File: config.mk
export PLATFORM = sky130hd
export DESIGN_NAME = wbc_sat
export DESIGN_NICKNAME = d
export VERILOG_FILES = /design/src/design/wbc_pkg.sv /design/src/design/wbc_sat.sv
export SDC_FILE = /design/constraint.sdc
export NUM_CORES = 1
export LEC_CHECK = 0
export ABC_AREA = 1
export BUFFER_PORTS_ARGS = -buffer_cell sky130_fd_sc_hd__buf_2
export CAP_MARGIN = 20
export CORE_AREA = 2 2 118 120
export DETAILED_ROUTE_END_ITERATION = 6
export DIE_AREA = 0 0 120 122
export PLACE_DENSITY = 0.72
export SETUP_SLACK_MARGIN = 0.15
export SLEW_MARGIN = 20
export SYNTH_ARGS = -nofsm -noshare
export SYNTH_HDL_FRONTEND = slang
export SYNTH_SLANG_ARGS = --single-unit
File: constraint.sdc
create_clock -name clk_i -period 5.5 [get_ports clk_i]
set_input_delay 1.1 -clock clk_i [delete_from_list [all_inputs] [get_ports clk_i]]
set_output_delay 1.1 -clock clk_i [all_outputs]
set_load 0.1 [all_outputs]
File: src/design/wbc_pkg.sv
// Shared types and constants of the weighted beam combiner.
package wbc_pkg;

  localparam int unsigned BeamW    = 2;
  localparam int unsigned SampleW  = 16;
  localparam int unsigned ProdW    = 33;
  localparam int unsigned AccW     = 48;
  localparam int unsigned FracW    = 15;
  localparam int unsigned OutW     = 24;
  localparam int unsigned NumParts = 4;
  localparam int unsigned InDataW  = 104;
  localparam int unsigned OutDataW = 104;
  localparam int unsigned InUserW  = 2;
  localparam int unsigned OutUserW = 2;
  localparam int unsigned ShW      = AccW - FracW;

  localparam logic [OutW-1:0] OutMax = {1'b0, {(OutW-1){1'b1}}};
  localparam logic [OutW-1:0] OutMin = {1'b1, {(OutW-1){1'b0}}};

  typedef struct packed {
    logic [BeamW-1:0]          beam;
    logic signed [SampleW-1:0] x_re;
    logic signed [SampleW-1:0] x_im;
    logic signed [SampleW-1:0] y_re;
    logic signed [SampleW-1:0] y_im;
    logic signed [SampleW-1:0] w_re;
    logic signed [SampleW-1:0] w_im;
    logic                      station_valid;
    logic                      sample_flagged;
    logic                      last_station;
  } in_item_t;

  typedef struct packed {
    logic [BeamW-1:0]                beam;
    logic                            station_valid;
    logic                            sample_flagged;
    logic                            last_station;
    logic [NumParts-1:0][ProdW-1:0]  part;
  } prod_t;

  typedef struct packed {
    logic [BeamW-1:0]               beam;
    logic                           any_valid;
    logic                           flag_seen;
    logic [NumParts-1:0][AccW-1:0]  sum;
  } fin_t;

endpackage

File: src/design/wbc_sat.sv
// Output stage: shift, saturate (or zero a sample with no valid station) and register the finished beam sample.
module wbc_sat
  import wbc_pkg::*;
(
  input  logic                clk_i,
  input  logic                rst_ni,
  input  logic                valid_i,
  output logic                ready_o,
  input  fin_t                fin_i,
  output logic                valid_o,
  input  logic                ready_i,
  output logic [OutDataW-1:0] data_o,
  output logic [OutUserW-1:0] user_o
);

  logic [NumParts-1:0][OutW-1:0] res;
  logic [NumParts-1:0]           clip;
  logic [ShW-1:0]                sh [NumParts];
  logic                          v_q;
  logic [OutDataW-1:0]           data_d, data_q;
  logic [OutUserW-1:0]           user_d, user_q;

  always_comb begin
    for (int i = 0; i < NumParts; i++) begin
      sh[i]   = fin_i.sum[i][AccW-1:FracW];
      clip[i] = !((&sh[i][ShW-1:OutW-1]) || !(|sh[i][ShW-1:OutW-1]));
      if (!fin_i.any_valid) begin
        res[i] = '0;
      end else if (clip[i]) begin
        res[i] = sh[i][ShW-1] ? OutMin : OutMax;
      end else begin
        res[i] = sh[i][OutW-1:0];
      end
    end
    data_d = {{(OutDataW-BeamW-NumParts*OutW){1'b0}}, res, fin_i.beam};
    user_d = {fin_i.any_valid && (|clip), !fin_i.any_valid || fin_i.flag_seen};
  end

  assign ready_o = !v_q || ready_i;

  always_ff @(posedge clk_i or negedge rst_ni) begin
    if (!rst_ni) begin
      v_q <= 1'b0;
    end else if (ready_o) begin
      v_q <= valid_i;
    end
  end

  always_ff @(posedge clk_i) begin
    if (valid_i && ready_o) begin
      data_q <= data_d;
      user_q <= user_d;
    end
  end

  assign valid_o = v_q;
  assign data_o  = data_q;
  assign user_o  = user_q;

endmodule

==> flow_metrics.env, run 1 <==
export IMPL_yosys_warnings=0
export IMPL_ir_worst_vdd_uv=161
export IMPL_synth_xor_area_frac=0
export IMPL_met1_usage=0.191
export IMPL_detail_route_vias_per_cell=4.63
export IMPL_rows=43
export IMPL_synth_cell_types=22
export IMPL_synth_simple_gate_area_frac=0.177
export IMPL_hold_path_class="in2async"
export IMPL_tritoncts="yes"
export IMPL_vias=3823
export IMPL_netlist_area_um2=4720
export IMPL_finClkSkew_ns=0.0103
export IMPL_synth_seq_cells=101
export IMPL_fin_crit_ns=2.84
export IMPL_start_util=0.349
export IMPL_drive_gt1_frac=0.509
export IMPL_clock_root_buffer="clkbuf_16"
export IMPL_nets=841
export IMPL_synthMuxAreaShare=0
export IMPL_cts_hold_buffers=0
export IMPL_synth_top_area_frac=0.637
export IMPL_worstPathRequired_ns=4.40
export IMPL_cpMostUsedCell="buf_2"
export IMPL_area_growth_pct=32.9
export IMPL_hpwl_um=8580
export IMPL_fp_dieW_um=120
export IMPL_fmax_mhz=352
export IMPL_drv_cap=0
export IMPL_hold_viol=0
export IMPL_route_detailed_drc=0
export IMPL_chipHeight_um=122
export IMPL_synth_adder_area_share=0
export IMPL_cts_setup_buffers=0
export IMPL_cts_buffers=9
export IMPL_slew_headroom=0.347
export IMPL_wl_per_cell_um=14.4
export IMPL_end_kind="primary output"
export IMPL_htreeDepth=3
export IMPL_syn_mean_instance_area_um2=11.4
export IMPL_synth_top_family_by_area="simple AND/OR/NAND/NOR gates"
export IMPL_start_kind="primary input"
export IMPL_grt_pass1_wl_um=18200
export IMPL_cts_resized=0
export IMPL_grt_total_usage=0.161
export IMPL_critPathMaxStageDelay_ns=0.43
export IMPL_synth_cells=413
export IMPL_drtAntennaViolNets=0
export IMPL_busiest_layer="met2"
export IMPL_slew_violations=0
export IMPL_grtUsageMet2=0.275
export IMPL_ios=308
export IMPL_n_antenna_cell=0
export IMPL_crit_family="buffers and inverters"
export IMPL_cts_buffer_depth=2
export IMPL_drt_iter0_drc=248
export IMPL_finalWirelength_um=11900
export IMPL_synthArstFlopShare=0.00990
export IMPL_cts_sinks=101
export IMPL_antenna_found_initial=1
export IMPL_coreArea_um2=13500
export IMPL_post_layout_nonfiller_instances=826
export IMPL_fin_crit_sh=0.517
export IMPL_die_area_um2=14600
export IMPL_critPathSlowestCell="buf_2"
export IMPL_synth_compound_area_frac=0.123
export IMPL_grt_overflow=0
export IMPL_synth_seq_area_share=0.642
export IMPL_yosys_top_cells_area="edfxtp_1, nand2_1, a21oi_1"
export IMPL_status="finished, final reports clean"
export IMPL_synth_edf_count=100
export IMPL_first_global_vias=3654
export IMPL_crit_arrival_ns=1.74
export IMPL_powerDensity_nw_per_um2=335
export IMPL_setup_viol=0
export IMPL_use_met3=0.0407
export IMPL_path_clk_slew_ns=0.07
export IMPL_synth_ff_type="edfxtp_1"
export IMPL_clkLatencyLatePin_ns=0.34
export IMPL_placed_cells=810
export IMPL_power_leakage_nw=2.57
export IMPL_path_max_fanout=2
export IMPL_crit_chain="buf_2 -> inv_1 -> nand2_1 -> buf_2"
export IMPL_worstMarginPinSlew_ns=0.977
export IMPL_criticalPathCategory="in2out"
export IMPL_worst_path_buf_inv=3
export IMPL_grt_max_degree=64
export IMPL_port_buffers=241
export IMPL_finalSetupTns_ns=0
export IMPL_synth_top_cell_by_area="edfxtp_1"
export IMPL_rsz0062_at_grt="false"
export IMPL_dr_pass1_iters=4
export IMPL_globalplace_congestion=0.771
==> cell type report <==
type	count	area (um^2)
clock buffer	12	236
clock inverter	4	73.8
fill	1312	7240
inverter	7	27.5
multi-input combinational	278	1450
sequential	101	3030
tap	180	225
timing repair buffer	244	1230
==> synthesized netlist by cell type (3+ instances only) <==
library cell / n
nand2_1: 97
or2_1: 4
a21oi_1: 63
and2_1: 4
edfxtp_1: 100
buf_4: 9
nand3b_1: 5
buf_6: 7
nand3b_2: 3
a21oi_2: 30
nor2_1: 29
buf_2: 5
nand2_2: 33
clkbuf_1: 7
inv_1: 7
==> per-layer routing <==
| metal | part of all wire | up-vias | routed length [um] |
|---|---|---|---|
| met3 | 0.073 | 12 | 870 |
| met5 | 0.0011 | - | 13 |
| li1 | - | 1868 | - |
| met2 | 0.50 | 157 | 5950 |
| met1 | 0.41 | 1784 | 4940 |
| met4 | 0.014 | 2 | 166 |
==> power by group <==
group          switching (mW)  internal [mW]  leakage [nW]
Combinational           0.430         0.0853          1.43
Sequential             0.0110          0.900         0.991
Clock                   0.270          0.401         0.151
==> final timing paths <==
path / startpoint / endpoint / slack (ns) / cells after the start
setup reg to reg: valid_o$_DFFE_PN0N_ / data_o[85]$_SDFFCE_PN0P_ / 3.87 / 2
setup / recovery: ready_i / ready_o / 2.66 / 4
max in group asynchronous: rst_ni / valid_o$_DFFE_PN0N_ / 4.90 / 1
hold / removal: rst_ni / valid_o$_DFFE_PN0N_ / 0.52 / 1
hold reg to reg: valid_o$_DFFE_PN0N_ / valid_o$_DFFE_PN0N_ / 0.59 / 2
min in group clk_i: valid_o$_DFFE_PN0N_ / valid_o$_DFFE_PN0N_ / 0.59 / 2
==> registers in the layout, indices dropped and copies added (netlist names) <==
signal	flops
user_o	2
data_o	98
valid_o	1
==> worst reg2reg max path, cell delays in order (launching register included) <==
cell and delay (ns):
dfrtp_1 0.42, a21oi_4 0.16, buf_4 0.64
==> layout by cell type, fill, tap and decap left out <==
cell type,Yosys,layout
a21oi_1,63,62
nand2_4,2,2
or2_1,4,4
nor2_2,1,1
nand3b_2,3,3
a21oi_4,0,1
inv_1,7,6
conb_1,1,6
clkbuf_16,0,9
buf_4,9,3
inv_6,0,1
and2_1,4,4
nand2_1,97,97
nand3b_1,5,5
a21oi_2,30,30
dfrtp_1,1,1
nor2_1,29,29
buf_2,5,241
bufinv_16,0,2
or2_2,1,1
edfxtp_1,100,100
clkinv_2,0,2
nand2_2,33,33
clkbuf_1,7,3
==> cell families (layout without fill, tap and decap cells) <==
kind of cell	count (synthesis)	in the layout
AND/OR/NAND/NOR	179	179
flip-flops	101	101
AO/OA/AOI/OAI	93	93
buffers and inverters	39	267
other	1	6
==> per-stage QoR <==
step | hold WS (ns) | power (mW) | worst slack (ns) | cell area (um^2) | utilization
after floorplan | 0.804 | 1.34 | 0.994 | 4740 | -
after CTS | 0.495 | 2.12 | 2.66 | 6270 | 0.464
after global routing | 0.499 | 2.18 | 2.63 | 6270 | 0.464
final | 0.515 | 2.10 | 2.66 | 6270 | 0.464
after global placement | 0.555 | 1.44 | 2.57 | 5960 | 0.441
after detailed placement | 0.579 | 1.45 | 2.54 | 5960 | 0.441
Power figures use the tool's default switching activity.
==> run 2: changes to the inputs <==
--- a/config.mk
+++ b/config.mk
@@ -5,12 +5,12 @@
 export SDC_FILE = /design/constraint.sdc
 export NUM_CORES = 1
 export LEC_CHECK = 0
-export ABC_AREA = 1
+export ABC_AREA = 0
 export BUFFER_PORTS_ARGS = -buffer_cell sky130_fd_sc_hd__buf_2
 export CAP_MARGIN = 20
-export CORE_AREA = 2 2 118 120
+export CORE_AREA = 2 2 120 122
 export DETAILED_ROUTE_END_ITERATION = 6
-export DIE_AREA = 0 0 120 122
+export DIE_AREA = 0 0 122 124
 export PLACE_DENSITY = 0.72
 export SETUP_SLACK_MARGIN = 0.15
 export SLEW_MARGIN = 20
==> constraint.sdc (replaced) <==
create_clock -name clk_i -period 2.6 [get_ports clk_i]
set_input_delay 0.52 -clock clk_i [delete_from_list [all_inputs] [get_ports clk_i]]
set_output_delay 0.52 -clock clk_i [all_outputs]
set_load 0.1 [all_outputs]
==> flow_metrics.env, run 2 <==
export IMPL_final_common_cell="buf_2"
export IMPL_area_growth_pct=33.0
export IMPL_fmax_mhz=506
export IMPL_syn_mean_instance_area_um2=13.5
export IMPL_fin_crit_sh=0.760
export IMPL_ios=308
export IMPL_detail_route_vias_per_cell=4.97
export IMPL_powerDensity_nw_per_um2=670
export IMPL_clkLatencyLatePin_ns=0.34
export IMPL_drive_gt1_frac=0.537
export IMPL_post_layout_nonfiller_instances=787
export IMPL_status="finished, final reports clean"
export IMPL_largest_reg_flops=98
export IMPL_synthArstFlopShare=0.00990
export IMPL_rows=43
export IMPL_netlist_area_um2=4970
export IMPL_hpwl_um=8880
export IMPL_yosysMostFrequentCell="edfxtp_1"
export IMPL_drv_cap=0
export IMPL_finClkSkew_ns=0.00519
export IMPL_synth_cell_types=25
export IMPL_slew_headroom=0.589
export IMPL_finalWirelength_um=12300
export IMPL_path_clk_slew_ns=0.07
export IMPL_yosys_warnings=0
export IMPL_rsz0062_at_grt="false"
export IMPL_synth_top_area_frac=0.604
export IMPL_cts_sinks=101
export IMPL_nets=801
export IMPL_wl_per_cell_um=15.7
export IMPL_synth_commonest_cells="edfxtp_1, o21ai_0, a21boi_1"
export IMPL_port_buffers=241
export IMPL_placed_cells=769
export IMPL_finalSetupTns_ns=0
export IMPL_chipHeight_um=124
export IMPL_hold_path_class="in2reg"
export IMPL_drtAntennaViolNets=0
export IMPL_synth_seq_area_share=0.609
export IMPL_swShare=0.334
export IMPL_synth_edf_count=100
export IMPL_ir_worst_vdd_uv=289
export IMPL_die_area_um2=15100
export IMPL_cts_resized=0
export IMPL_mostFrequentLayoutCells="buf_2, edfxtp_1, o21ai_0"
export IMPL_synth_seq_cells=101
export IMPL_coreArea_um2=13700
export IMPL_cts_setup_buffers=0
export IMPL_start_util=0.363
export IMPL_power_frac_comb=0.247
export IMPL_fin_ws_ns=0.623
export IMPL_synth_ff_type="edfxtp_1"
export IMPL_pwr_share_seq=0.435
export IMPL_clock_root_buffer="clkbuf_16"
export IMPL_grt_max_degree=101
export IMPL_first_global_vias=3792
export IMPL_criticalPathCategory="in2reg"
export IMPL_drt_iter0_drc=240
export IMPL_globalplace_congestion=0.749
export IMPL_fp_dieW_um=122
export IMPL_intPower_mw=2.95
export IMPL_grt_pass1_wl_um=18500
export IMPL_synth_cells=369
export IMPL_cts_buffers=9
export IMPL_fin_crit_ns=1.98
export IMPL_hold_viol=0
export IMPL_dr_pass1_iters=5
export IMPL_tritoncts="yes"
export IMPL_crit_arrival_ns=2.04
export IMPL_synth_top_cell_by_area="edfxtp_1"
export IMPL_power_leakage_nw=2.62
export IMPL_vias=3909
export IMPL_antenna_found_initial=3
export IMPL_route_detailed_drc=0
export IMPL_worstPathRequired_ns=2.67
export IMPL_yosys_top_cells_area="edfxtp_1, o21ai_0, a21boi_2"
export IMPL_p_sw_mw=1.48
export IMPL_path_max_fanout=23
export IMPL_dp_slack_ns=0.274
export IMPL_start_kind="primary input"
export IMPL_p_clk_frac=0.318
export IMPL_end_kind="flop"
export IMPL_r2r_slack_ns=1.09
export IMPL_grt_total_usage=0.159
export IMPL_grt_overflow=0
export IMPL_htreeDepth=3
export IMPL_cts_buffer_depth=2
export IMPL_fillers=1245
export IMPL_slew_violations=0
export IMPL_worstMarginPinSlew_ns=0.616
export IMPL_setup_viol=0
export IMPL_cts_hold_buffers=1
==> run 2: changes by cell type in the layout (fill, tap and decap cells not counted), moves of 30 or more <==
cell and delta:
nand2_1 -93, a21boi_2 +38, a21oi_2 -30, o21ai_0 +89, nand2_2 -33, a21oi_1 -62
a21boi_1 +42
==> run 2: area by class of cell <==
class	count	area (um^2)	share of cell area
antenna	2	5.00	0.000756
multi-input combinational	233	1690	0.256
timing repair buffer	256	1360	0.205
tap	180	225	0.0340
sequential	101	3030	0.458
clock buffer	11	233	0.0352
clock inverter	4	73.8	0.0112
==> run 2: kinds of logic after synthesis <==
family / Yosys count / share of synthesized area
buffers and inverters: 40 / 0.0599
AND/OR/NAND/NOR: 40 / 0.0664
flip-flops: 101 / 0.609
AO/OA/AOI/OAI: 187 / 0.264
other: 1 / 0.000754
==> run 2: path summary, 6_finish.rpt <==
kind                                startpoint                  endpoint  cells after the start
max reg2reg                valid_o$_DFFE_PN0N_  data_o[32]$_SDFFCE_PN0P_                      3
max                                  fin_i[40]   data_o[4]$_SDFFCE_PN0P_                      5
min                                 fin_i[195]       data_o[1]$_DFFE_PP_                      1
min in group asynchronous               rst_ni       valid_o$_DFFE_PN0N_                      2
min reg2reg                valid_o$_DFFE_PN0N_       valid_o$_DFFE_PN0N_                      2
max in group asynchronous               rst_ni       valid_o$_DFFE_PN0N_                      2
==> run 2: metal layers <==
layer	vias up	routed length [um]	track usage
met2	183	6220	0.274
li1	1871	-	-
met4	2	296	0.0776
met5	-	18	0
met1	1830	4700	0.183
met3	23	1120	0.0449
==> run 2: power by group through the flow <==
stage | clock (mW) | sequential, mW | combinational [mW]
6_report | 1.41 | 1.93 | 1.10
5_1_grt | 1.50 | 1.93 | 1.14
4_1_cts | 1.44 | 1.93 | 1.10
3_5_place_dp | 0 | 1.96 | 1.10
3_3_place_gp | 0 | 1.96 | 1.09
2_1_floorplan | 0 | 2.63 | 0.217
==> run 2: metrics by stage <==
| step | power [mW] | util | hold WS [ns] | area, um^2 |
|---|---|---|---|---|
| after floorplan | 2.84 | - | 0.224 | 5000 |
| after global placement | 3.05 | 0.459 | 0.295 | 6290 |
| after detailed placement | 3.06 | 0.459 | 0.296 | 6290 |
| after CTS | 4.47 | 0.482 | 0.346 | 6610 |
| after global routing | 4.57 | 0.482 | 0.352 | 6610 |
| final | 4.43 | 0.482 | 0.361 | 6620 |
==> run 2: critical path, cell delays in order <==
cell      delay [ns]
buf_2           0.11
or4_4           0.54
nor4_4          0.28
or2_2           0.43
a21boi_0        0.16
