### src/design/wbc_pkg.sv
// Shared types and constants of the weighted beam combiner.
package wbc_pkg;

  localparam int unsigned BeamW    = 2;
  localparam int unsigned SampleW  = 16;
  localparam int unsigned ProdW    = 33;
  localparam int unsigned AccW     = 48;
  localparam int unsigned FracW    = 15;
  localparam int unsigned OutW     = 24;
  localparam int unsigned NumParts = 4;
  localparam int unsigned InDataW  = 104;
  localparam int unsigned OutDataW = 104;
  localparam int unsigned InUserW  = 2;
  localparam int unsigned OutUserW = 2;
  localparam int unsigned ShW      = AccW - FracW;

  localparam logic [OutW-1:0] OutMax = {1'b0, {(OutW-1){1'b1}}};
  localparam logic [OutW-1:0] OutMin = {1'b1, {(OutW-1){1'b0}}};

  typedef struct packed {
    logic [BeamW-1:0]          beam;
    logic signed [SampleW-1:0] x_re;
    logic signed [SampleW-1:0] x_im;
    logic signed [SampleW-1:0] y_re;
    logic signed [SampleW-1:0] y_im;
    logic signed [SampleW-1:0] w_re;
    logic signed [SampleW-1:0] w_im;
    logic                      station_valid;
    logic                      sample_flagged;
    logic                      last_station;
  } in_item_t;

  typedef struct packed {
    logic [BeamW-1:0]                beam;
    logic                            station_valid;
    logic                            sample_flagged;
    logic                            last_station;
    logic [NumParts-1:0][ProdW-1:0]  part;
  } prod_t;

  typedef struct packed {
    logic [BeamW-1:0]               beam;
    logic                           any_valid;
    logic                           flag_seen;
    logic [NumParts-1:0][AccW-1:0]  sum;
  } fin_t;

endpackage

### src/design/wbc_accum.sv
// Per-polarisation accumulators and the register that holds a closed beam sample.
module wbc_accum
  import wbc_pkg::*;
(
  input  logic  clk_i,
  input  logic  rst_ni,
  input  logic  valid_i,
  output logic  ready_o,
  input  prod_t prod_i,
  output logic  valid_o,
  input  logic  ready_i,
  output fin_t  fin_o
);

  logic [NumParts-1:0][AccW-1:0] acc_q, sum;
  logic flag_q, any_q;
  logic fin_v_q;
  fin_t fin_q;
  logic fin_free, adv, close;

  always_comb begin
    for (int i = 0; i < NumParts; i++) begin
      if (prod_i.station_valid) begin
        sum[i] = acc_q[i] + {{(AccW-ProdW){prod_i.part[i][ProdW-1]}}, prod_i.part[i]};
      end else begin
        sum[i] = acc_q[i];
      end
    end
  end

  assign fin_free = !fin_v_q || ready_i;
  assign ready_o  = !prod_i.last_station || fin_free;
  assign adv      = valid_i && ready_o;
  assign close    = adv && prod_i.last_station;

  always_ff @(posedge clk_i or negedge rst_ni) begin
    if (!rst_ni) begin
      acc_q  <= '0;
      flag_q <= 1'b0;
      any_q  <= 1'b0;
    end else if (close) begin
      acc_q  <= '0;
      flag_q <= 1'b0;
      any_q  <= 1'b0;
    end else if (adv) begin
      acc_q  <= sum;
      flag_q <= flag_q || (prod_i.station_valid && prod_i.sample_flagged);
      any_q  <= any_q || prod_i.station_valid;
    end
  end

  always_ff @(posedge clk_i or negedge rst_ni) begin
    if (!rst_ni) begin
      fin_v_q <= 1'b0;
    end else if (close) begin
      fin_v_q <= 1'b1;
    end else if (ready_i) begin
      fin_v_q <= 1'b0;
    end
  end

  always_ff @(posedge clk_i) begin
    if (close) begin
      fin_q.beam      <= prod_i.beam;
      fin_q.any_valid <= any_q || prod_i.station_valid;
      fin_q.flag_seen <= flag_q || (prod_i.station_valid && prod_i.sample_flagged);
      fin_q.sum       <= sum;
    end
  end

  assign valid_o = fin_v_q;
  assign fin_o   = fin_q;

`ifndef SYNTHESIS
  a_clear_after_close: assert property (@(posedge clk_i) disable iff (!rst_ni)
    close |=> (acc_q == '0) && !any_q && !flag_q)
    else $error("Accumulators not cleared after a closing request.");

  a_idle_acc_zero: assert property (@(posedge clk_i) disable iff (!rst_ni)
    !any_q |-> (acc_q == '0))
    else $error("Accumulator non-zero although no valid station was seen.");

  a_flag_needs_valid: assert property (@(posedge clk_i) disable iff (!rst_ni)
    flag_q |-> any_q)
    else $error("Flag recorded without a valid station.");

  a_fin_held: assert property (@(posedge clk_i) disable iff (!rst_ni)
    fin_v_q && !ready_i |=> fin_v_q && $stable(fin_q))
    else $error("Closed beam sample lost or changed while stalled.");
`endif

endmodule

### config.mk
export PLATFORM = sky130hd
export DESIGN_NAME = wbc_accum
export DESIGN_NICKNAME = d
export VERILOG_FILES = /design/src/design/wbc_pkg.sv /design/src/design/wbc_accum.sv
export SDC_FILE = /design/constraint.sdc
export NUM_CORES = 1
export LEC_CHECK = 0
export BUFFER_PORTS_ARGS = -buffer_cell sky130_fd_sc_hd__buf_2
export CAP_MARGIN = 20
export CELL_PAD_IN_SITES_DETAIL_PLACEMENT = 1
export CELL_PAD_IN_SITES_GLOBAL_PLACEMENT = 1
export CORE_MARGIN = 2
export CORE_UTILIZATION = 45
export DETAILED_ROUTE_END_ITERATION = 10
export GPL_TIMING_DRIVEN = 0
export PLACE_DENSITY_LB_ADDON = 0.1
export SLEW_MARGIN = 20
export SYNTH_ARGS = -nofsm -noshare
export SYNTH_HDL_FRONTEND = slang
export SYNTH_SLANG_ARGS = --single-unit
### constraint.sdc
create_clock -name clk_i -period 12.9 [get_ports clk_i]
set_input_delay 2.58 -clock clk_i [delete_from_list [all_inputs] [get_ports clk_i]]
set_output_delay 2.58 -clock clk_i [all_outputs]
set_load 0.02 [all_outputs]
==> results of run 1 <==
[cell families (layout without fill, tap and decap cells)]
logic type / count (synthesis) / count (layout) / share of synthesized area [%]
xor+xnor: 176 / 176 / 5.86
buf+inv: 203 / 643 / 2.99
mux: 135 / 135 / 5.76
flops: 391 / 391 / 40.9
compound gates: 966 / 966 / 24.5
simple gates: 600 / 600 / 10.7
fa+ha+maj: 192 / 192 / 9.24
other cells: 0 / 5 / 0
[state kept, by name, indices dropped and copies added, names as in the netlist]
| signal | cells |
|---|---|
| fin_o | 196 |
| acc_q | 192 |
| any_q | 1 |
| flag_q | 1 |
| valid_o | 1 |
[per-layer routing]
metal,vias up,track usage (%),routed length [um]
met1,12045,43.6,43700
met2,689,55.1,48200
met3,180,4.16,5180
met4,6,12.9,3940
met5,-,0,41
li1,10847,-,-
[synthesized netlist by cell type, types with 13 or more instances]
cell | number | area (sq um)
edfxtp_1 | 196 | 5890
o211ai_1 | 18 | 135
clkbuf_1 | 122 | 458
buf_2 | 14 | 70.1
nand4_1 | 44 | 275
xor2_1 | 59 | 517
ha_1 | 188 | 2350
dfrtp_1 | 195 | 4880
a22o_1 | 95 | 832
a22oi_1 | 21 | 158
nand2_1 | 241 | 905
inv_1 | 57 | 214
a31oi_1 | 24 | 150
nor2b_1 | 38 | 238
nor2_1 | 111 | 417
nor3_1 | 18 | 90.1
a21o_1 | 122 | 916
and3_1 | 22 | 138
o31ai_1 | 17 | 128
mux2_2 | 132 | 1490
o21ai_1 | 27 | 135
a21oi_1 | 257 | 1290
o21a_1 | 14 | 105
o21bai_1 | 39 | 293
and2_1 | 13 | 81.3
o21ai_0 | 187 | 936
nand3_1 | 55 | 275
xnor2_1 | 117 | 1020
[final timing paths]
check                              to  cells past startpoint
max                         fin_o[83]                      6
min                        acc_q[125]                      2
max reg2reg                 fin_o[93]                     12
min reg2reg                acc_q[125]                      2
max in group asynchronous  acc_q[133]                      2
min in group asynchronous   acc_q[54]                      1
[metrics by stage]
step	std cells	worst slack [ns]
floorplan	2663	0.529
global placement	3766	-4.85
detailed placement	3778	6.21
CTS	3868	6.84
global route	3871	6.77
finish	3873	6.78
[tightest hold or removal path, delay by kind of cell, from the launching register on]
family          cells  cell delay (ns)
flops               1             0.37
compound gates      1             0.06
simple gates        1             0.05
[area by class of cell]
type	instances	share of cell area, %
Multi-Input combinational cell	2069	47.9
Sequential cell	391	34.9
Timing Repair Buffer	350	6.35
Clock buffer	57	4.20
Tap cell	765	3.10
Buffer	146	1.86
Clock inverter	33	1.02
Inverter	57	0.693
Antenna cell	5	0.0405
[power by group]
group          switching (mW)  internal, mW
Combinational            1.58          1.01
Sequential              0.178          1.62
Clock                   0.587         0.820
Total                    2.34          3.45
==> impl_metrics.ini, run 1 <==
[status]
outcome = completed

[clocking]
tritoncts = yes
cts_setup_buffers = 0
cts_inserted_buffers = 48
clockBufferDepth = 3
cts_resized = 0
ctsRootBufferMaster = clkbuf_16
clk-insertion-delay-late_ns = 0.61
cts_max_level = 2
numClockSinks = 391
ctsHoldBuffers = 0
clk_pin_slew_ns = 0.06

[setup_path]
slowest_stage = clkbuf_1
crit_fanout = 10
crit_required_ns = 13.25
path_cells = buf_2 > clkbuf_1 > clkbuf_1 > buf_1 > clkbuf_1 > mux2_2
cpLargestDelayFamily = buffers and inverters
startpoint = prod_i[134]
crit_path_frequent_cell = clkbuf_1
endpoint_kind = flop
path_buf_inv = 5
crit_type = in -> reg
critPathArrivalTime_ns = 6.47
slowest_delay_ns = 0.90
crit_path_start_kind = input port
ff2ff_setup_slack_ns = 8.80
reg2reg_from = acc_q[71]

[cells_and_area]
drive_gt1_share_pct = 20.7
final.fill_count = 6643
area.growth.synth_to_final_pct = 17.3
multi_input_area_sq_um = 14800
final_cell_mix = buf_2 (351), a21oi_1 (257), nand2_1 (241), edfxtp_1 (196), dfrtp_1 (195)
finalInstanceArea_sq_um = 30900
final_common_cell = buf_2
seqCellArea_sq_um = 10800
final_util_pct = 53.4
nets = 3396

[routing]
drt-total-wl_um = 101000
firstDrtPassIters = 5
drcViolationCount = 0
postRouteAntennaNets = 0
avgRoutedWirePerCell_um = 26.1
viasPerCell = 6.14
vias = 23767
drt_iter0_markers = 1444

[sta]
max_slew.worst_pin.slew_ns = 1.24
max_slew_margin_pct = 17.5
finalMaxSlewViolations = 0
tns_ns = 0
fin_skew_ns = 0.0249
rsz0062_at_grt = false
hold_slack_ns = 0.520
hold_violations = 0
fin_crit_ns = 6.12
final-setup-viol-count = 0
fmax_mhz = 163
layout_worst_path_cycle_share_pct = 47.4

[pwr]
ir_drop_mv = 0.111
p_per_area_nw_per_um2 = 188
power_mw = 5.79
power.leakage_nw = 13.9

[yosys]
syn_nets = 2996
ys_types = 90
avgSynthCellArea_sq_um = 9.88
yosysWarningCount = 0
netlist_area_sq_um = 26300
ys_seq_area_share_pct = 40.9
synthArstFlopShare_pct = 49.9
synth_edf_count = 196
postSynthCellCount = 2663
yosys_register_bits = 391
synth_ff_type = edfxtp_1

[global_routing]
grt_pass1_wl_um = 152000
grt_antenna_before_repair = 7
grt_usage_pct = 33.0
grt_overflow = 0
grt_pass1_vias = 24902
grt_max_degree = 82

[hold_path]
hold_class = reg -> reg
hp-start = acc_q[125]

[floorplanning]
io_pins = 339
die_h_um = 246
start_util_pct = 45.5
die_w_um = 246
fp-row-count = 88
dieArea_sq_um = 60400
core_sq_um = 57800

[placement]
place_area_sq_um = 29300
place.gp.congestion = 0.968
dp.final_hpwl_um = 76600
io_buffers = 338

[job]
drv_cap = 0
No activity file was read; power rests on OpenSTA's default activity.
==> run 2: changes to the inputs <==
==> constraint.sdc (replaced) <==
create_clock -name clk_i -period 5.9 [get_ports clk_i]
set_input_delay 1.18 -clock clk_i [delete_from_list [all_inputs] [get_ports clk_i]]
set_output_delay 1.18 -clock clk_i [all_outputs]
set_load 0.02 [all_outputs]
==> run 2 against run 1 <==
Against the previous run: combinational power rose by 120%; via count barely moved; register-to-register slack got worse by 6.9 ns; clock skew fell by 0.0042 ns; largest power group unchanged; critical path depth did not move; die area did not move; non-clock buffer count did not move; sequential power rose by 120%; clock power rose by 110%.
==> impl_metrics.ini, run 2 (synthesized netlist as in run 1, its figures left out) <==
[pwr]
p_per_area_nw_per_um2 = 405
ir_drop_mv = 0.254
power.leakage_nw = 13.9
power_mw = 12.5

[sta]
max_slew.worst_pin.slew_ns = 1.25
fin_skew_ns = 0.0207
hold_violations = 0
finalMaxSlewViolations = 0
postLayoutSetupSlackWorst_ns = 1.20
fmax_mhz = 213
layout_worst_path_cycle_share_pct = 79.6
final-setup-viol-count = 0
rsz0062_at_grt = false
fin_crit_ns = 4.70
max_slew_margin_pct = 16.4

[clocking]
clockBufferDepth = 3
cts_resized = 0
cts_inserted_buffers = 47
clk_pin_slew_ns = 0.06
cts_max_level = 2
cts_setup_buffers = 0
ctsRootBufferMaster = clkbuf_16
numClockSinks = 391
clk-insertion-delay-late_ns = 0.61
ctsHoldBuffers = 0
tritoncts = yes

[placement]
place.gp.congestion = 0.966
dp.final_hpwl_um = 75900
io_buffers = 338
place_area_sq_um = 29300
pre_cts_ws_ns = 0.716

[hold_path]
hold_class = reg -> reg

[routing]
avgRoutedWirePerCell_um = 25.8
drt_iter0_markers = 1314
drcViolationCount = 0
viasPerCell = 6.13
firstDrtPassIters = 5
drt-total-wl_um = 100000
vias = 23779
postRouteAntennaNets = 0

[cells_and_area]
drive_gt1_share_pct = 20.4
final_cell_mix = buf_2 (351), a21oi_1 (257), nand2_1 (241), edfxtp_1 (196), dfrtp_1 (195)
finalInstanceArea_sq_um = 30800
nets = 3395
largest_reg_flops = 196
final_common_cell = buf_2
final.fill_count = 6614
area.growth.synth_to_final_pct = 17.0

[setup_path]
crit_fanout = 10
cp-endpoint = fin_o[90]
reg2reg_to = fin_o[90]
crit_required_ns = 6.23
critPathArrivalTime_ns = 5.03
r2r_cells = 13
reg2reg_from = acc_q[48]
startpoint = prod_i[134]
crit_type = in -> reg
endpoint_kind = flop
crit_path_start_kind = input port
ff2ff_setup_slack_ns = 1.95

[job]
drv_cap = 0

[global_routing]
grt_max_degree = 76
grt_antenna_before_repair = 12
grt_overflow = 0
grt_usage_pct = 32.7
grt_pass1_wl_um = 151000
grt_pass1_vias = 25012

[floorplanning]
core_sq_um = 57800
fp-row-count = 88
dieArea_sq_um = 60400
start_util_pct = 45.5
io_pins = 339
die_w_um = 246
die_h_um = 246

[status]
outcome = completed
==> run 2: cell types whose count changed in the layout (fill, tap and decap cells not counted), moves of 2 or more <==
cell / change
bufinv_16: -3
diode_2: +6
clkbuf_8: +2
clkinvlp_4: -5
clkinv_1: -7
inv_6: -2
clkbuf_1: +13
==> run 2: how the worst min path moves through the flow <==
stage	from	end	slack, ns	cells after the start
floorplan	acc_q[0]	acc_q[0]	0.46	2
global placement	acc_q[144]	acc_q[144]	0.47	2
detailed placement	acc_q[166]	acc_q[166]	0.50	2
CTS	acc_q[166]	acc_q[166]	0.51	2
global route	rst_ni	acc_q[51]	0.54	1
finish	acc_q[166]	acc_q[166]	0.50	2
==> run 2: layer usage <==
metal / wire [um] / global-route usage (%) / vias to the layer above / part of all wire [%]
li1: - / - / 10835 / -
met1: 42400 / 41.9 / 12022 / 42
met2: 48100 / 55.6 / 712 / 48
met3: 5310 / 4.34 / 206 / 5.3
met4: 4190 / 13.3 / 4 / 4.2
met5: 30 / 0 / - / 0.030
==> run 2: area by class of cell <==
class	count	area [sq um]	share of cell area (%)
clock buffers	71	1350	4.38
plain buffers	146	573	1.86
diodes	11	27.5	0.0894
inverters	57	214	0.695
well taps	765	957	3.11
clock inverters	16	151	0.492
flip-flops and latches	391	10800	35.0
repair buffers	350	1980	6.42
multi-input cells	2069	14800	48.0
==> run 2: worst max-delay path: stages <==
cell and delay (ns):
buf_2 0.10, clkbuf_1 0.62, clkbuf_1 0.82, buf_1 0.92, clkbuf_1 0.90, mux2_2 0.45
==> run 2: per-stage QoR <==
step / setup TNS, ns / hold slack, ns / utilization (%) / cells
CTS: 0 / 0.511 / 53.2 / 3865
finish: 0 / 0.501 / 53.3 / 3876
detailed placement: 0 / 0.499 / 50.6 / 3778
floorplan: 0 / 0.461 / - / 2663
global placement: -469.61 / 0.473 / 50.1 / 3766
global route: 0 / 0.539 / 53.2 / 3868
==> run 2: report_power, final <==
| group | total [mW] | internal (mW) | switching (mW) |
|---|---|---|---|
| registers | 3.94 | 3.55 | 0.390 |
| clock network | 2.90 | 1.67 | 1.24 |
| logic | 5.63 | 2.21 | 3.42 |
| total | 12.5 | 7.43 | 5.05 |
==> run 3: changes to the inputs <==
==> constraint.sdc (replaced) <==
create_clock -name clk_i -period 4.9 [get_ports clk_i]
set_input_delay 0.98 -clock clk_i [delete_from_list [all_inputs] [get_ports clk_i]]
set_output_delay 0.98 -clock clk_i [all_outputs]
set_load 0.02 [all_outputs]
==> run 3 against run 2 <==
Against the previous run: design area increased by 1.1%; routed wire length rose by 0.87%; first-iteration DRC count shrank 13%; final cell count decreased by 0.13%; critical endpoint unchanged.
==> impl_metrics.ini, run 3 (synthesized netlist as in run 1, its figures left out) <==
[setup_path]
crit_fanout = 10
critPathArrivalTime_ns = 4.94
crit_required_ns = 5.26
crit_type = in -> reg
crit_path_start_kind = input port
endpoint_kind = flop

[pwr]
net-switching-power_mw = 6.18
intPower_mw = 9.49
power.leakage_nw = 14.0
power_mw = 15.7
p_clk_share_pct = 26.3
power_frac_seq_pct = 30.3
ir_drop_mv = 0.320
pwr-share-comb_pct = 43.4
switching_share_pct = 39.5
p_per_area_nw_per_um2 = 504

[sta]
tns_ns = 0
max_slew.worst_pin.slew_ns = 1.18
fin_skew_ns = 0.0265
hold_violations = 0
max_slew_margin_pct = 21.3
finalMaxSlewViolations = 0
fmax_mhz = 218
fin_crit_ns = 4.58
layout_worst_path_cycle_share_pct = 93.4
rsz0062_at_grt = false
final-setup-viol-count = 0

[clocking]
tritoncts = yes
clk_pin_slew_ns = 0.06
cts_max_level = 2
clk-insertion-delay-late_ns = 0.62
clockBufferDepth = 3
ctsRootBufferMaster = clkbuf_16
cts_setup_buffers = 0
cts_inserted_buffers = 49
cts_resized = 0
ctsHoldBuffers = 0
numClockSinks = 391

[global_routing]
grt_usage_pct = 33.1
grt_pass1_vias = 25225
grt_max_degree = 81
grt_overflow = 0
use_met2_pct = 55.7
grt_pass1_wl_um = 153000
busiest_layer = met2
grt_util_met1_pct = 42.8
grt_use_met3_pct = 4.52
grt_antenna_before_repair = 9

[floorplanning]
io_pins = 339
start_util_pct = 45.5
dieArea_sq_um = 60400
die_w_um = 246
fp-row-count = 88
core_sq_um = 57800
die_h_um = 246

[routing]
postRouteAntennaNets = 0
avgRoutedWirePerCell_um = 26.1
vias = 23820
drt-total-wl_um = 101000
firstDrtPassIters = 5
drt_iter0_markers = 1147
drcViolationCount = 0
viasPerCell = 6.15

[cells_and_area]
area.growth.synth_to_final_pct = 18.2
final_cell_mix = buf_2 (351), a21oi_1 (257), nand2_1 (240), edfxtp_1 (196), dfrtp_1 (195)
final_common_cell = buf_2
nets = 3397
drive_gt1_share_pct = 20.9
largest_reg_flops = 196
final_util_pct = 53.8

[status]
outcome = completed

[placement]
io_buffers = 338
dp.final_hpwl_um = 76600
place.gp.congestion = 0.981

[job]
drv_cap = 0

[hold_path]
hold_class = in -> async
[run 3: cell types whose count changed in the layout (fill, tap and decap cells not counted), sizes merged]
cell,delta
bufinv,+10
clkbuf,-9
clkinv,-3
clkinvlp,+5
diode,-10
inv,+2
[run 3: cell type report]
cell class / instances / area (sq um)
buffer: 146 / 594
multi-input combinational: 2069 / 14800
fill: 6588 / 26700
clock buffer: 62 / 1320
clock inverter: 30 / 498
timing repair buffer: 350 / 1980
inverter: 57 / 214
antenna: 1 / 2.50
sequential: 391 / 10800
tap: 765 / 957
[run 3: power by group through the flow]
stage               sequential [mW]  clock, mW  combinational, mW
floorplan                      4.91          0               4.52
global placement               4.76          0               6.42
detailed placement             4.79          0               6.64
CTS                            4.74       4.18               6.73
global route                   4.82       4.29               7.42
finish                         4.74       4.12               6.81
[run 3: worst paths after layout]
path | slack (ns) | startpoint | to | depth (start not counted)
hold reg to reg | 0.52 | acc_q[123] | acc_q[123] | 2
hold / removal | 0.38 | rst_ni | acc_q[58] | 2
min in group clk_i | 0.52 | acc_q[123] | acc_q[123] | 2
setup reg to reg | 0.92 | acc_q[0] | fin_o[32] | 13
max in group asynchronous | 3.38 | rst_ni | acc_q[133] | 4
setup / recovery | 0.32 | prod_i[134] | fin_o[90] | 6
[run 3: metrics by stage]
| stage | setup slack [ns] | hold slack (ns) | instance area (sq um) | instances |
|---|---|---|---|---|
| floorplan | 0.000101 | 0.459 | 26400 | 2663 |
| global placement | -2.30 | 0.475 | 29000 | 3766 |
| detailed placement | -0.250 | 0.502 | 29300 | 3778 |
| CTS | 0.420 | 0.385 | 31100 | 3870 |
| global route | 0.330 | 0.404 | 31100 | 3870 |
| finish | 0.322 | 0.377 | 31100 | 3871 |
[run 3: per-layer routing]
metal	share of wire [%]	vias to the layer above
met2	48	695
met1	43	12059
met4	4.3	12
li1	-	10844
met3	5.1	210
met5	0.078	-
[run 3: critical path, stage by stage]
cell	delay (ns)
buf_2	0.10
clkbuf_1	0.80
clkbuf_1	0.82
buf_1	0.86
clkbuf_1	0.89
mux2_2	0.44
